File: src/rtl/core/hsv2rgb_pkg.sv
package hsv2rgb_pkg;

  // Hue fixed point: fraction bits per degree
  localparam int HUE_FRAC_BITS = 5;

  // One 60 degree sector and one full turn in hue units
  localparam int SECTOR_LEN = 60 << HUE_FRAC_BITS;
  localparam int TURN_LEN   = 6 * SECTOR_LEN;

  // Whole turns added so that any signed 16-bit hue becomes non-negative
  localparam int HUE_OFS = ((32768 + TURN_LEN - 1) / TURN_LEN) * TURN_LEN;
  localparam int UW      = $clog2(32767 + HUE_OFS + 1);
  localparam int PW      = $clog2(SECTOR_LEN);
  localparam int HQ_MAX  = (32767 + HUE_OFS) / SECTOR_LEN;
  localparam int HQW     = $clog2(HQ_MAX + 1);

  // Exact reciprocal of the sector length for UW-bit dividends
  localparam int HQ_SHIFT = UW + PW;
  localparam int MHW      = UW + 1;
  localparam logic [MHW-1:0] RECIP_SECTOR =
    MHW'(((64'd1 << HQ_SHIFT) + SECTOR_LEN - 1) / SECTOR_LEN);

  // Channel divisor 255 * sector length and its exact reciprocal
  localparam longint unsigned DEN = 255 * SECTOR_LEN;
  localparam int DW       = $clog2(DEN + 1);
  localparam int NW       = DW + 8;
  localparam int CH_SHIFT = NW + DW;
  localparam int MCW      = NW + 1;
  localparam logic [MCW-1:0] RECIP_DEN =
    MCW'(((64'd1 << CH_SHIFT) + DEN - 1) / DEN);

  // Register stages from an accepted word to its result strobe
  localparam int PIPE_DEPTH = 6;

  // Hue sectors, named by the colours they span
  typedef enum logic [2:0] {
    SEC_RY = 3'd0,
    SEC_YG = 3'd1,
    SEC_GC = 3'd2,
    SEC_CB = 3'd3,
    SEC_BM = 3'd4,
    SEC_MR = 3'd5
  } sector_t;

  typedef struct packed {
    logic signed [15:0] hue;
    logic [7:0]         saturation;
    logic [7:0]         brightness;
    logic [7:0]         alpha_in;
  } hsv_word_t;

  typedef struct packed {
    logic [7:0] red;
    logic [7:0] green;
    logic [7:0] blue;
    logic [7:0] alpha_out;
  } rgb_word_t;

  // Whole-sector count modulo six, as a small constant table
  function automatic sector_t sector_of(input logic [HQW-1:0] hq);
    sector_t sec;
    sector_t cnt;
    sec = SEC_RY;
    cnt = SEC_RY;
    for (int i = 0; i < (1 << HQW); i++) begin
      if (hq == HQW'(i)) sec = cnt;
      cnt = (cnt == SEC_MR) ? SEC_RY : sector_t'(cnt + 3'd1);
    end
    return sec;
  endfunction

endpackage

File: src/rtl/core/hsv_to_rgb_convert.sv
// Channel  Handshake            Word
// -------  -------------------  ----------------------------------------------
// in       start / busy         hsv: hue, saturation, brightness, alpha_in
// out      done (1-cycle pulse) rgb: red, green, blue, alpha_out
//
// One word per clock while busy is low; each result is carried to done and rgb
// through the six register stages of the datapath (PIPE_DEPTH).
// The deepest stage is the 27 x 28 bit reciprocal multiply of each channel.
// rst is synchronous and clears every valid bit; busy is high during reset.
// Results cannot be held off, so the pipeline never stalls.
module hsv_to_rgb_convert (
  input  logic                   clk,
  input  logic                   rst,
  input  logic                   start,
  output logic                   busy,
  input  hsv2rgb_pkg::hsv_word_t hsv,
  output logic                   done,
  output hsv2rgb_pkg::rgb_word_t rgb
);

  // Stage 1: offset hue, quotient by sector length
  logic                                   v1;
  logic [hsv2rgb_pkg::UW-1:0]             s1_u;
  logic [hsv2rgb_pkg::HQW-1:0]            s1_hq;
  logic [7:0]                             s1_sat, s1_bri, s1_alpha;
  logic [hsv2rgb_pkg::UW-1:0]             hue_u;
  logic [hsv2rgb_pkg::UW+hsv2rgb_pkg::MHW-1:0] hue_prod;

  // Stage 2: fraction and sector
  logic                                   v2;
  logic [hsv2rgb_pkg::PW-1:0]             s2_rem;
  hsv2rgb_pkg::sector_t                   s2_sec;
  logic [7:0]                             s2_sat, s2_bri, s2_alpha;
  logic [hsv2rgb_pkg::UW-1:0]             rem_full;

  // Stage 3: numerators over 255 * sector length
  logic                                   v3;
  logic [hsv2rgb_pkg::DW-1:0]             s3_np, s3_nq, s3_nt;
  hsv2rgb_pkg::sector_t                   s3_sec;
  logic [7:0]                             s3_bri, s3_alpha;
  logic [hsv2rgb_pkg::PW+7:0]             sat_r, sat_pr;
  logic [hsv2rgb_pkg::PW-1:0]             p_minus_r;

  // Stage 4: brightness products
  logic                                   v4;
  logic [hsv2rgb_pkg::NW-1:0]             s4_mp, s4_mq, s4_mt;
  hsv2rgb_pkg::sector_t                   s4_sec;
  logic [7:0]                             s4_bri, s4_alpha;

  // Stage 5: channel quotients
  logic                                   v5;
  logic [7:0]                             s5_p, s5_q, s5_t;
  hsv2rgb_pkg::sector_t                   s5_sec;
  logic [7:0]                             s5_bri, s5_alpha;
  logic [hsv2rgb_pkg::NW+hsv2rgb_pkg::MCW-1:0] dp, dq, dt;

  logic                                   accept;
  hsv2rgb_pkg::rgb_word_t                 rgb_next;

  assign busy   = rst;
  assign accept = start && !busy;

  // Valid bits
  always_ff @(posedge clk) begin
    if (rst) begin
      v1   <= 1'b0;
      v2   <= 1'b0;
      v3   <= 1'b0;
      v4   <= 1'b0;
      v5   <= 1'b0;
      done <= 1'b0;
    end else begin
      v1   <= accept;
      v2   <= v1;
      v3   <= v2;
      v4   <= v3;
      v5   <= v4;
      done <= v5;
    end
  end

  // Hue made non-negative by whole turns, then divided by the sector length
  assign hue_u    = hsv2rgb_pkg::UW'(hsv.hue) + hsv2rgb_pkg::UW'(hsv2rgb_pkg::HUE_OFS);
  assign hue_prod = hue_u * hsv2rgb_pkg::RECIP_SECTOR;

  always_ff @(posedge clk) begin
    s1_u     <= hue_u;
    s1_hq    <= hue_prod[hsv2rgb_pkg::HQ_SHIFT +: hsv2rgb_pkg::HQW];
    s1_sat   <= hsv.saturation;
    s1_bri   <= hsv.brightness;
    s1_alpha <= hsv.alpha_in;
  end

  // Remainder within the sector
  assign rem_full = s1_u - hsv2rgb_pkg::UW'(s1_hq * hsv2rgb_pkg::SECTOR_LEN);

  always_ff @(posedge clk) begin
    s2_rem   <= rem_full[hsv2rgb_pkg::PW-1:0];
    s2_sec   <= hsv2rgb_pkg::sector_of(s1_hq);
    s2_sat   <= s1_sat;
    s2_bri   <= s1_bri;
    s2_alpha <= s1_alpha;
  end

  // p, q, t numerators, all scaled to the common divisor
  assign p_minus_r = hsv2rgb_pkg::PW'(hsv2rgb_pkg::SECTOR_LEN) - s2_rem;
  assign sat_r     = s2_sat * s2_rem;
  assign sat_pr    = s2_sat * p_minus_r;

  always_ff @(posedge clk) begin
    s3_np    <= hsv2rgb_pkg::DW'((8'd255 - s2_sat) * hsv2rgb_pkg::SECTOR_LEN);
    s3_nq    <= hsv2rgb_pkg::DW'(hsv2rgb_pkg::DEN) - hsv2rgb_pkg::DW'(sat_r);
    s3_nt    <= hsv2rgb_pkg::DW'(hsv2rgb_pkg::DEN) - hsv2rgb_pkg::DW'(sat_pr);
    s3_sec   <= s2_sec;
    s3_bri   <= s2_bri;
    s3_alpha <= s2_alpha;
  end

  // Scale by brightness
  always_ff @(posedge clk) begin
    s4_mp    <= s3_bri * s3_np;
    s4_mq    <= s3_bri * s3_nq;
    s4_mt    <= s3_bri * s3_nt;
    s4_sec   <= s3_sec;
    s4_bri   <= s3_bri;
    s4_alpha <= s3_alpha;
  end

  // Exact floor division by 255 * sector length via reciprocal
  assign dp = s4_mp * hsv2rgb_pkg::RECIP_DEN;
  assign dq = s4_mq * hsv2rgb_pkg::RECIP_DEN;
  assign dt = s4_mt * hsv2rgb_pkg::RECIP_DEN;

  always_ff @(posedge clk) begin
    s5_p     <= dp[hsv2rgb_pkg::CH_SHIFT +: 8];
    s5_q     <= dq[hsv2rgb_pkg::CH_SHIFT +: 8];
    s5_t     <= dt[hsv2rgb_pkg::CH_SHIFT +: 8];
    s5_sec   <= s4_sec;
    s5_bri   <= s4_bri;
    s5_alpha <= s4_alpha;
  end

  // Sector routing; zero saturation makes p = q = t = v, so grey falls out
  always_comb begin
    rgb_next.alpha_out = s5_alpha;
    case (s5_sec)
      hsv2rgb_pkg::SEC_RY: begin
        rgb_next.red = s5_bri; rgb_next.green = s5_t;   rgb_next.blue = s5_p;
      end
      hsv2rgb_pkg::SEC_YG: begin
        rgb_next.red = s5_q;   rgb_next.green = s5_bri; rgb_next.blue = s5_p;
      end
      hsv2rgb_pkg::SEC_GC: begin
        rgb_next.red = s5_p;   rgb_next.green = s5_bri; rgb_next.blue = s5_t;
      end
      hsv2rgb_pkg::SEC_CB: begin
        rgb_next.red = s5_p;   rgb_next.green = s5_q;   rgb_next.blue = s5_bri;
      end
      hsv2rgb_pkg::SEC_BM: begin
        rgb_next.red = s5_t;   rgb_next.green = s5_p;   rgb_next.blue = s5_bri;
      end
      default: begin
        rgb_next.red = s5_bri; rgb_next.green = s5_p;   rgb_next.blue = s5_q;
      end
    endcase
  end

  // Output word register
  always_ff @(posedge clk) begin
    rgb <= rgb_next;
  end

`ifndef ASSERT_OFF
  // Last stage always reaches the output strobe
  a_valid_chain: assert property (@(posedge clk) disable iff (rst)
    v5 |=> done)
    else $error("stage 5 word lost before output");

  // Fraction stays inside one sector
  a_rem_range: assert property (@(posedge clk) disable iff (rst)
    v2 |-> (s2_rem < hsv2rgb_pkg::PW'(hsv2rgb_pkg::SECTOR_LEN)))
    else $error("sector remainder out of range");

  // Alpha arrives with its own word
  a_alpha_pass: assert property (@(posedge clk) disable iff (rst)
    done |-> (rgb.alpha_out == $past(hsv.alpha_in, hsv2rgb_pkg::PIPE_DEPTH)))
    else $error("alpha misaligned with colour");

  // Zero saturation gives grey at the input brightness
  a_grey: assert property (@(posedge clk) disable iff (rst)
    (done && $past(hsv.saturation == 8'd0, hsv2rgb_pkg::PIPE_DEPTH)) |->
      (rgb.red == rgb.green && rgb.green == rgb.blue &&
       rgb.red == $past(hsv.brightness, hsv2rgb_pkg::PIPE_DEPTH)))
    else $error("zero saturation not grey");
`endif

endmodule
File: config.mk
export PLATFORM = sky130hd
export DESIGN_NAME = hsv_to_rgb_convert
export DESIGN_NICKNAME = d
export VERILOG_FILES = /design/src/rtl/core/hsv2rgb_pkg.sv /design/src/rtl/core/hsv_to_rgb_convert.sv
export SDC_FILE = /design/constraint.sdc
export NUM_CORES = 2
export LEC_CHECK = 0
export ABC_AREA = 1
export BUFFER_PORTS_ARGS = -buffer_cell sky130_fd_sc_hd__buf_2
export CAP_MARGIN = 15
export CORE_MARGIN = 2
export CORE_UTILIZATION = 70
export DETAILED_ROUTE_END_ITERATION = 10
export GPL_TIMING_DRIVEN = 0
export PLACE_DENSITY_LB_ADDON = 0.1
export SLEW_MARGIN = 20
export SYNTH_ARGS = -nofsm -noshare
export SYNTH_HDL_FRONTEND = slang
export SYNTH_SLANG_ARGS = --single-unit
File: constraint.sdc
create_clock -name clk -period 12.8 [get_ports clk]
set_clock_uncertainty 0.1 [all_clocks]
set_input_delay 1.28 -clock clk [delete_from_list [all_inputs] [get_ports clk]]
set_output_delay 1.28 -clock clk [all_outputs]
set_load 0.01 [all_outputs]
Word level (Yosys, flattened, before mapping)
Cells that the tools add are included.

storage, ports and cells
  register bits = 329
  bits of input ports = 43
  output and inout port bits = 34
  word-level logic and storage cells = 192

cells by class
  $add $sub $neg = 6
  multiply operators = 11
  equality and inequality tests = 67
  multiplexer cells = 63
  reduce and logical (&&, ||, !) cells = 5

operator list
  operator                                                               count
  6-bit == test, second input constant                                   32
  3-bit 2-to-1 mux                                                       58
  27-bit by 28-bit multiplier with 54-bit output, second input constant  3
  24-bit case mux with 5 select lines                                    1
  6-bit by 5-bit == test with 1-bit output, second input constant        16
  8-bit by 19-bit multiplier with 27-bit output                          2
  6-bit by 4-bit == test with 1-bit output, second input constant        8
  8-bit by 11-bit multiplier with 19-bit output                          2
  19-bit subtractor, first input constant                                2
  17-bit by 18-bit multiplier with 34-bit output, second input constant  1
  32-bit by 4-bit multiplier with 12-bit output, second input constant   1
  6-bit by 3-bit == test with 1-bit output, second input constant        4
  8-bit by 12-bit multiplier with 20-bit output                          1
  16-bit by 17-bit adder with 17-bit output, second input constant       1
  6-bit by 2-bit == test with 1-bit output, second input constant        2
  11-bit subtractor                                                      1
  11-bit subtractor, first input constant                                1
  8-bit by 8-bit subtractor with 9-bit output, first input constant      1
  3-bit by 2-bit == test with 1-bit output, second input constant        2
  6-bit by 1-bit == test with 1-bit output, second input constant        1
  6-bit by 4-bit multiplier with 4-bit output, second input constant     1
  2-bit 2-to-1 mux                                                       2
  4-bit OR reduction                                                     1
  3-bit by 1-bit == test with 1-bit output, second input constant        1
  6 further kinds                                                        7

Logic depth before layout (Yosys ltp)
  depth in word-level cells = 63
  depth in mapped cells = 36
  gate-level depth less buffers = 36

Least setup slack after synthesis
OpenSTA, ideal clock, no wires.

  path kind = input to register
  from = in hsv[32] in the netlist's numbering
  to = reg s1_hq[2] in the netlist's numbering
  library setup time = 0.127 ns
  arrival = 6.406 ns
  required time = 12.573 ns
  setup slack = 6.167 ns
  stages on the path = 21
  path buffers = 0
  path through = inv_1 ha_1 nand2_1 nand4_1 nor3b_1 ha_1 fa_1 fa_1 fa_1 fa_1 fa_1 ha_1 nand2_1 inv_1 a221o_1 a31oi_1 o21a_1 o31ai_1 a2111oi_0 o21ai_0 xor2_1

between the ends
  cells in the longest elaborated chain, start to end = 2

RTL lines
  item                                            RTL line                  source
  from (decl)                                     hsv_to_rgb_convert.sv:16  input hsv2rgb_pkg::hsv_word_t hsv,
  16-bit by 17-bit adder with 17-bit output       hsv_to_rgb_convert.sv:83  assign hue_u = hsv2rgb_pkg::UW'(hsv.hue) + hsv2rgb_pkg::UW'(hsv2rgb_pkg::HUE_OFS);
  17-bit by 18-bit multiplier with 34-bit output  hsv_to_rgb_convert.sv:84  assign hue_prod = hue_u * hsv2rgb_pkg::RECIP_SECTOR;
  net hue_prod (one bit)                          hsv_to_rgb_convert.sv:27  logic [hsv2rgb_pkg::UW+hsv2rgb_pkg::MHW-1:0] hue_prod;
  to (signal assigned)                            hsv_to_rgb_convert.sv:88  s1_hq <= hue_prod[hsv2rgb_pkg::HQ_SHIFT +: hsv2rgb_pkg::HQW];
  to (decl)                                       hsv_to_rgb_convert.sv:24  logic [hsv2rgb_pkg::HQW-1:0] s1_hq;

The timed path passes the listed nets, and every way through them passes these cells.
A chain may end at the register's enable or synchronous reset.

Worst setup path after layout
  from = reg s3_bri[4]
  to = reg s4_mt[26] in the netlist's numbering

between the ends
  cells in the longest elaborated chain, start to end = 1

RTL lines
  item                                           RTL line                   source
  from (decl)                                    hsv_to_rgb_convert.sv:40   logic [7:0] s3_bri, s3_alpha;
  from (signal assigned)                         hsv_to_rgb_convert.sv:115  s3_bri <= s2_bri;
  8-bit by 19-bit multiplier with 27-bit output  hsv_to_rgb_convert.sv:123  s4_mt <= s3_bri * s3_nt;
  to (signal assigned)                           hsv_to_rgb_convert.sv:123
  to (decl)                                      hsv_to_rgb_convert.sv:46   logic [hsv2rgb_pkg::NW-1:0] s4_mp, s4_mq, s4_mt;

Every way passes these cells.

==> flow_summary_export.csv <==
group,metric,value,unit
outcome,status,"finished clean",
critical_path,max_stage_delay,0.74,ns
cts,clock_tree.buffer_depth,3,
drt,route.final.wire_length,127,mm
global_route,track_usage,32.8,%
global_route,grt_pass1_wl,211,mm
timing,final-hold-violation-count,0,
cts,insertion_delay,0.58,ns
drt,detailroute.via_count,39400,
timing,max_slew.worst_pin.slew,1.06,ns
timing,post-route-min-period,7.13,ns
logic_synthesis,postSynthNetCount,8234,
global_route,use_met1,42.8,%
logic_synthesis,netlist_instances,6148,
drt,wl_per_cell,17.3,um
logic_synthesis,yosys_register_bits,320,
timing,maxClockFrequency,140,MHz
logic_synthesis,yosysUniqueCellTypes,62,
layout,syn_to_final_growth,5.29,%
logic_synthesis,summed_instance_area_of_the_synthesized_netlist,0.0553,mm2
timing,finalCritPeriodShare,55.7,%
critical_path,cp_slowest_cell,"buf_1",
die,number_of_placed_i_o_pins,77,
die,start_util,70.4,%
logic_synthesis,synthArstFlopShare,0,%
critical_path,regToRegSetupSlack,5.67,ns
logic_synthesis,synth_seq_area_share,11.6,%
min_path,hold_path_startpoint,"s4_alpha[5]",
die,fp.dieH,285,um
timing,rsz_0062_raised_after_global_routing,"no",
cts,cts_setup_buffers,0,
cts,clock_tree.root_cell,"clkbuf_16",
global_route,grt_start_max_net_pins,16,
critical_path,worst-setup-path-type,"register to register",
die,die-area,0.0813,mm2
critical_path,crit_arrival,7.51,ns
placement,place_hpwl,109,mm
cts,cts_inserted_buffers,35,
cts,cts_hold_bufs,0,
layout,insertedDiodeCount,0,
critical_path,worst-r2r-cell-count,30,
cts,clock_tree_from_tritoncts,"done",
drt,detailedRoute.firstPassIterationCount,6,
critical_path,critical_path.reg2reg.endpoint,"s4_mt[26]",
global_route,remaining_overflow_grt,0,
cts,h-tree-depth,2,
global_route,grt_busiest_layer,"met2",
logic_synthesis,syn_avg_cell_area,9.00,um2
critical_path,worstSetupStartpointType,"register",
cts,clock-sinks,320,
drt,drtIter0Drc,2292,
timing,maxSlewHeadroom,29.3,%
min_path,capture_endpoint_of_the_worst_hold_path,"s5_alpha[5]",
logic_synthesis,number_of_enable_flip_flop_cells_after_synthesis,0,
flow_run,number_of_maximum_capacitance_violations,0,
cts,clk_pin_slew_worst_paths,0.07,ns
die,rows,103,
global_route,use_met2,56.0,%
placement,port_buffers,76,
timing,report.final.slew_viol_count,0,
logic_synthesis,yosys_warnings,0,
logic_synthesis,yosys-top-cells-area,"fa_1 33%, ha_1 26%, inv_1 12%, dfxtp_1 12%, nand2_1 5.7%",
die,core_area,0.0786,mm2
global_route,grt_pass1_vias,41900,
logic_synthesis,post_synthesis_cell_type_with_the_largest_combined_area,"fa_1",
layout,fillcell_total,6035,
critical_path,worst_ep_required,13.18,ns
critical_path,worstSetupEndpointType,"register",
die,floorplan.die.width,285,um
min_path,worstHoldPathCells,0,
layout,layout-drive-gt1-share,3.99,%
logic_synthesis,postSynth.topFlopCell,"dfxtp_1",
min_path,worstHoldPathType,"register to register",
global_route,grt.met3_usage,4.12,%
global_route,antenna_found_initial,1,
timing,setup_violations,0,
logic_synthesis,post-synth-top-area-fraction,33.1,%
critical_path,rr_startpoint,"s3_bri[4]",
drt,postRouteAntennaNets,0,
layout,final_net_count,8347,
drt,remaining_drc_errors,0,
cts,post_cts_resize_count,0,
placement,finalWeightedCongestion,0.960,
drt,avgViaCountPerCell,5.36,
critical_path,timing.critical_path.fanout_max,10,
timing,tns,0,ns
cell families (layout without fill, tap and decap cells):
group / Yosys count / in the layout / synth area share [%]
flops: 320 / 320 / 11.6
xor+xnor: 151 / 151 / 2.39
buf+inv: 1923 / 2063 / 13.2
simple gates: 1213 / 1213 / 8.77
fa+ha+maj: 2043 / 2043 / 58.6
compound gates: 498 / 498 / 5.49
cell type report:
| cell class | count | area [um2] | share of cell area [%] |
|---|---|---|---|
| multi-input cells | 3905 | 41600 | 71.5 |
| inverters | 1802 | 6770 | 11.6 |
| flip-flops and latches | 320 | 6410 | 11.0 |
| well taps | 1050 | 1310 | 2.26 |
| clock buffers | 38 | 907 | 1.56 |
| plain buffers | 121 | 520 | 0.894 |
| repair buffers | 76 | 380 | 0.653 |
| clock inverters | 26 | 323 | 0.554 |
critical path: cells and delay by family (launching register included):
kind	cells	cell delay, ns
flip-flops	1	0.67
AND/OR/NAND/NOR	6	0.60
XOR/XNOR	1	0.26
AO/OA/AOI/OAI	11	1.50
buffers and inverters	7	1.52
adder cells (fa/ha/maj)	5	2.38
per-stage QoR:
step	std cells	setup slack (ns)	utilization [%]	cell area [um2]	hold WS (ns)
after global placement	7274	5.40	72.5	57000	0.209
after floorplan	6148	6.17	-	55300	0.210
final	7338	5.67	74.1	58300	0.207
after detailed placement	7274	5.26	72.5	57000	0.212
after global routing	7338	5.28	74.1	58300	0.219
after CTS	7338	5.73	74.1	58300	0.218
metal layers:
| layer | wire, um | vias up |
|---|---|---|
| met1 | 53100 | 19000 |
| met5 | 12 | - |
| met4 | 5480 | 2 |
| met2 | 60700 | 1213 |
| met3 | 7570 | 292 |
| li1 | - | 18800 |
registers in the layout, summed over array words and instances (netlist names), 11 cells and up:
name    flops
s1_u       11
s2_rem     11
s3_nq      18
s3_nt      19
rgb        32
s4_mp      20
s3_np      12
s4_mq      26
s4_mt      27
synthesized netlist by cell type, types with 9 or more instances:
cell / number
a211oi_1: 10
a21o_1: 19
a21oi_1: 217
a21oi_2: 15
a22oi_1: 21
a31oi_1: 12
clkbuf_1: 62
clkbuf_2: 49
dfxtp_1: 320
fa_1: 914
ha_1: 1129
inv_1: 1791
nand2_1: 843
nand3_1: 77
nand4_1: 22
nor2_1: 208
nor3_1: 26
o2111ai_1: 11
o211ai_1: 9
o21ai_0: 96
o21ai_1: 12
o221ai_1: 9
or2_2: 15
xnor2_1: 44
xor2_1: 107
placed cells by master, fill, tap and decap left out, types with 5 or more instances in the layout:
cell type | synthesis | final
a221oi_1 | 5 | 5
o21ai_0 | 96 | 96
o21ai_1 | 12 | 12
o21ai_2 | 6 | 6
o2111ai_1 | 11 | 11
fa_1 | 914 | 914
clkinv_1 | 6 | 6
nor2_1 | 208 | 208
a31oi_1 | 12 | 12
a211oi_1 | 10 | 10
o22ai_1 | 6 | 6
nand2_1 | 843 | 843
o21bai_1 | 7 | 7
a21oi_1 | 217 | 217
o211ai_1 | 9 | 9
a22oi_1 | 21 | 21
or2_2 | 15 | 15
o31ai_1 | 7 | 7
nor4_1 | 5 | 5
clkbuf_1 | 62 | 63
dfxtp_1 | 320 | 320
a21o_1 | 19 | 19
clkbuf_2 | 49 | 49
o221ai_1 | 9 | 9
a21oi_2 | 15 | 15
nor3_1 | 26 | 26
nand4_1 | 22 | 22
ha_1 | 1129 | 1129
buf_1 | 8 | 8
clkinvlp_4 | 0 | 5
buf_2 | 1 | 77
clkinv_2 | 1 | 5
inv_1 | 1791 | 1791
xnor2_1 | 44 | 44
o21bai_2 | 6 | 6
o21a_1 | 5 | 5
nand3_1 | 77 | 77
xor2_1 | 107 | 107
inv_6 | 0 | 7
clkbuf_16 | 0 | 35
how the worst max path moves through the flow:
stage	from	end	slack [ns]	depth (start not counted)
floorplan	hsv[32]	s1_hq[2]	6.17	21
global placement	hsv[32]	s1_hq[5]	5.40	24
detailed placement	hsv[32]	s1_hq[5]	5.26	24
CTS	s3_bri[4]	s4_mt[26]	5.73	30
global route	s3_bri[2]	s4_mt[26]	5.28	30
finish	s3_bri[4]	s4_mt[26]	5.67	30
Power is not shown: default switching activity piles up to over one toggle a cycle in this logic, so the estimate is an artifact.
